`src/hw/rtl/hkma_pkg.sv`:
```
`timescale 1ns / 1ps
package hkma_pkg;

   localparam int ENTRIES = 256;
   localparam int IDX_W   = (ENTRIES > 1) ? $clog2(ENTRIES) : 1;
   localparam int CNT_W   = $clog2(ENTRIES + 1);
   localparam int RIDX_W  = 8;
   localparam int CMP_W   = (IDX_W > RIDX_W) ? IDX_W : RIDX_W;
   localparam int KEY_W   = 31;
   localparam int AMP_W   = 16;
   localparam int OUT_CNT_W = 9;

   typedef enum logic [1:0] {
      OP_CLEAR = 2'd0,
      OP_LOAD  = 2'd1,
      OP_MERGE = 2'd2,
      OP_READ  = 2'd3
   } op_type;

   // chain word: one cell per cycle while the chain advances
   typedef struct packed {
      logic              valid;
      op_type            op;
      logic [KEY_W-1:0]  key;
      logic [AMP_W-1:0]  amp;
      logic [RIDX_W-1:0] idx;
      logic [CNT_W-1:0]  match_cnt;
      logic [CNT_W-1:0]  total;
      logic              appended;
      logic              rd_valid;
      logic [KEY_W-1:0]  rd_key;
      logic [AMP_W-1:0]  rd_amp;
   } token_type;

endpackage

```
`src/hw/rtl/hkma_cell.sv`:
```
`timescale 1ns / 1ps
module hkma_cell import hkma_pkg::*; (
   input  logic             clock,
   input  logic             reset,
   input  logic             advance,
   input  logic [IDX_W-1:0] cell_idx,
   input  token_type        tok_in,
   output token_type        tok_out
);

   logic             used_ff,  used_in;
   logic             orig_ff,  orig_in;
   logic [KEY_W-1:0] key_ff,   key_in;
   logic [AMP_W-1:0] amp_ff,   amp_in;
   token_type        tok_ff,   tok_nx_in;

   logic             live;
   logic             hit;
   logic             take;
   logic [AMP_W:0]   sum;

   always_comb begin
      live = tok_in.valid && advance;
      sum  = {1'b0, amp_ff} + {1'b0, tok_in.amp};
      hit  = used_ff && orig_ff && (tok_in.op == OP_MERGE) && (key_ff == tok_in.key);
      // first free cell: all occupied cells lie before it
      take = !used_ff && !tok_in.appended &&
             ((tok_in.op == OP_LOAD) ||
              ((tok_in.op == OP_MERGE) && (tok_in.match_cnt == '0)));

      used_in   = used_ff;
      orig_in   = orig_ff;
      key_in    = key_ff;
      amp_in    = amp_ff;
      tok_nx_in = tok_in;

      if (tok_in.valid) begin
         if (tok_in.op == OP_CLEAR) begin
            used_in = 1'b0;
         end else begin
            if (used_ff) begin
               tok_nx_in.total = tok_in.total + CNT_W'(1);
            end
            if (hit) begin
               amp_in = sum[AMP_W] ? {AMP_W{1'b1}} : sum[AMP_W-1:0];
               tok_nx_in.match_cnt = tok_in.match_cnt + CNT_W'(1);
            end
            if (take) begin
               used_in  = 1'b1;
               orig_in  = (tok_in.op == OP_LOAD);
               key_in   = tok_in.key;
               amp_in   = tok_in.amp;
               tok_nx_in.appended = 1'b1;
               tok_nx_in.total    = tok_in.total + CNT_W'(1);
            end
            if ((tok_in.op == OP_READ) && used_ff &&
                (CMP_W'(tok_in.idx) == CMP_W'(cell_idx))) begin
               tok_nx_in.rd_valid = 1'b1;
               tok_nx_in.rd_key   = key_ff;
               tok_nx_in.rd_amp   = amp_ff;
            end
         end
      end
   end

   always_ff @(posedge clock) begin
      if (reset) begin
         used_ff <= 1'b0;
      end else if (live) begin
         used_ff <= used_in;
      end
   end

   always_ff @(posedge clock) begin
      if (live) begin
         orig_ff <= orig_in;
         key_ff  <= key_in;
         amp_ff  <= amp_in;
      end
   end

   always_ff @(posedge clock) begin
      if (reset) begin
         tok_ff.valid <= 1'b0;
      end else if (advance) begin
         tok_ff <= tok_nx_in;
      end
   end

   assign tok_out = tok_ff;

endmodule

```
`config.mk`:
```
export PLATFORM = sky130hd
export DESIGN_NAME = hkma_cell
export DESIGN_NICKNAME = d
export VERILOG_FILES = /design/src/hw/rtl/hkma_pkg.sv /design/src/hw/rtl/hkma_cell.sv
export SDC_FILE = /design/constraint.sdc
export NUM_CORES = 1
export LEC_CHECK = 0
export BUFFER_PORTS_ARGS = -buffer_cell sky130_fd_sc_hd__buf_2
export CAP_MARGIN = 20
export CORE_UTILIZATION = 54
export DETAILED_ROUTE_END_ITERATION = 10
export PLACE_DENSITY = 0.91
export SLEW_MARGIN = 25
export SYNTH_ARGS = -nofsm -noshare
export SYNTH_HDL_FRONTEND = slang
export SYNTH_SLANG_ARGS = --single-unit
```
`constraint.sdc`:
```
create_clock -name clock -period 20.7 [get_ports clock]
set_clock_uncertainty 0.2 [all_clocks]
set_input_delay 2.07 -clock clock [delete_from_list [all_inputs] [get_ports clock]]
set_output_delay 2.07 -clock clock [all_outputs]
set_load 0.03 [all_outputs]
```
==> impl_results.md <==
* Status: finished clean
* Min-Delay Endpoint: tok_out[124]$_SDFFE_PP0P_
* IO Port Bufs at 260
* Area of the multi-input gates at between 0.002 and 0.0025 mm²
* Slowest-stage cell, CP: a211o_1
* Synthesized area at 0.00772 mm²
* Vias per inst at about 5.6
* Register area at approximately 0.0052 mm²
* Bufs on Longest Clock Path at 2
* Final #Nets at between 900 and 1000
* Distinct cells, synth at roughly 50
* Clock sink count at 174
* Worst Path Arrival at 4.65 ns
* Maximum vdd drop at 51.6 µV
* Boundary Pins at 261
* Synthesis-to-finish area growth at 28.0%
* Post-synthesis register bit count at approximately 170
* Worst flop-to-flop path startpoint: amp_ff[0]$_DFFE_PP_
* CP Class: input pin to flop
* Clk_lat worst skew at 0.43 ns
* Least-Margin Pin Slew at about 0.96 ns
* Hold Path Class: flop to flop
* Setup TNS at 0 ns
* Fraction of layout cells with a size suffix above 1 at 0.473
* Fillcell total at between 800 and 900
* Drt first pass iters at 7
* Pleak at between 3 and 4 nW
* Area contributors post-synth: edfxtp_1, mux2_2, xnor2_1, ha_1, xor2_1
* Final worst-path cycle share at 0.226
* Pre-CTS setup slack at 15.68 ns
* Post-CTS Hold Buffers at 0
* Gr usage total at 0.255
* Root Buffer: clkbuf_16
* CTS H-tree depth at 4
* Cell Pwr Density at 87.8 mW/mm²
* Die Y at around 120 µm
* Hold Path Cell Cnt at 2
* Crit path largest cell delay at between 0.5 and 0.6 ns
* GRT overflow at 0
* FF-to-FF setup slack at between 15 and 20 ns
* Post-CTS Resized at 0
* Largest net degree at the start of global routing at 93
* Area of the die at 0.0148 mm²
* Critical Path, Cell by Cell: buf_2, ha_1, fa_1, a21oi_2, o211ai_1, a31oi_2, o21ai_1, a211o_1, o32a_1
* Commonest register cell after synthesis: edfxtp_1
* Delay-heaviest family, CP: compound AO/OA/AOI/OAI gates
* Slew headroom at 0.356
* # setup viols final at 0
* Tmin final at about 4.7 ns
* Hold Fails Final Rpt at 0
* Starting Density at 0.554
* Post-synth EDFFs at about 170
* Vias in the first global route at 5321
* Gpl congestion at 0.854
* Crit end category: flop
* DRC at 0
* RSZ-0062 raised after global routing: no
* Yosys warnings at 0
* DRT Wirelength at approximately 19 mm
* CP required at between 20 and 25 ns
* R2r worst-path depth at 8
* Postcts setup bufs at 0
* Most numerous cell in the Yosys netlist: edfxtp_1
* CP Launch Type: input pin
* Worst-path clk slew at 0.07 ns
* Post-DR wirelength/cell at slightly below 20 µm
* DR vias at ~5300
* Die width at about 120 µm
* Worst flop-to-flop path endpoint: amp_ff[9]$_DFFE_PP_
* Antenna Violating Nets Remaining at 0
* Dpl cell area at between 0.009 and 0.01 mm²
* Max_cap viols at 0
* Synthesized instance count at just under 500
* Hold Crit Start: tok_out[124]$_SDFFE_PP0P_
* Crit-path max FO at 15
* Initial DRC count at about 360
* Buffer and inverter count on the worst path at 1
* F_max at ~210 MHz
* Yosys top cell area share at 0.669
* Sequential fraction of the synthesis area at 0.674
* Total nets after synthesis at 644
* Num CTS Buffers at 17
* Max Slew Vio Count at 0
* Largest area contributor in the netlist: edfxtp_1
* Core area at 0.0139 mm²
* Synth top cells by count: edfxtp_1, xnor2_1, mux2_2
* Initial antenna violation count at 4
* Avg Cell Area, Syn at around 16 µm²
* Hpwl dp at ~14 mm
* CTS tree: yes
* Fin worst setup slack at 16.03 ns
* Cell Rows at 43
* Async set-or-reset flop fraction in the synthesized netlist at 0
* Final Cell Area at ~0.01 mm²
* First-pass GRT wire length at between 20 and 30 mm
## worst max-delay path by stage
stage	slack [ns]	from	to	cells after the start
after global placement	15.76	tok_in[75]	amp_ff[9]$_DFFE_PP_	9
final	16.03	tok_in[75]	amp_ff[9]$_DFFE_PP_	9
after detailed placement	15.68	tok_in[75]	amp_ff[9]$_DFFE_PP_	9
after floorplan	12.30	reset	tok_out[0]$_DFFE_PP_	1
after global routing	15.92	tok_in[58]	key_ff[3]$_DFFE_PP_	7
after CTS	16.08	tok_in[75]	amp_ff[9]$_DFFE_PP_	9
## cells by family (layout without fill, tap and decap cells)
| group | after synthesis | in the layout | synth area share |
|---|---|---|---|
| other | 0 | 3 | 0 |
| flip-flops | 174 | 174 | 0.674 |
| AND/OR/NAND/NOR | 86 | 86 | 0.0670 |
| adder cells (fa/ha/maj) | 20 | 20 | 0.0334 |
| XOR/XNOR | 67 | 67 | 0.0760 |
| AO/OA/AOI/OAI | 68 | 68 | 0.0647 |
| buffers and inverters | 24 | 308 | 0.0130 |
| multiplexers | 49 | 49 | 0.0715 |
## metal layers
metal,global-route usage,share of wire,vias to the layer above
met5,0,0.00059,-
met4,0.0903,0.023,2
met3,0.0726,0.073,39
met2,0.456,0.53,268
met1,0.289,0.38,2571
li1,-,-,2438
## metrics by stage
stage | util | hold WS [ns] | total power [W] | cells
floorplan | - | 0.328 | 0.000490 | 488
detailed placement | 0.662 | 0.266 | 0.000531 | 920
finish | 0.709 | 0.285 | 0.000867 | 955
CTS | 0.708 | 0.284 | 0.000870 | 952
global route | 0.708 | 0.318 | 0.000892 | 953
global placement | 0.662 | 0.263 | 0.000526 | 920
## tightest hold or removal path: cells and delay by family (launching register included)
family | cells | cell delay (ns)
and+or+nand+nor | 1 | 0.07
AOI/OAI and AO/OA | 1 | 0.06
DFF | 1 | 0.31
## where the power goes
group	internal, W	switching (W)	total, W	leakage [nW]
Clock	0.000205	0.000138	0.000342	0.312
Sequential	0.000408	0.00000496	0.000413	1.61
Combinational	0.0000384	0.0000737	0.000112	1.93
Total	0.000651	0.000216	0.000867	3.86
## layout by cell type, fill, tap and decap left out, drive strengths merged, types with 2 or more instances in the layout
cell type,instances
nand4,20
nand2,11
nor2b,2
bufinv,4
buf,263
clkinv,5
xor2,17
a211oi,3
inv,18
a31o,3
o211ai,3
nor2,20
dfxtp,2
clkbuf,17
diode,3
a21o,4
and4,2
a211o,2
nand2b,4
nor3,8
mux2,49
edfxtp,172
o21ai,11
a31oi,2
nand3,8
a21oi,21
xnor2,50
ha,19
o22a,14
nor4,4
## area by class of cell
type / instances / share of cell area
flip-flops and latches: 174 / 0.527
clock buffers: 17 / 0.0431
clock inverters: 15 / 0.0212
multi-input cells: 290 / 0.246
inverters: 13 / 0.00494
well taps: 180 / 0.0228
repair buffers: 263 / 0.134
diodes: 3 / 0.000760
## sequential cells by signal (all words and copies together), names as in the netlist
signal and count:
tok_out 125, key_ff 31, orig_ff 1, used_ff 1, amp_ff 16
Power figures use the tool's default switching activity.
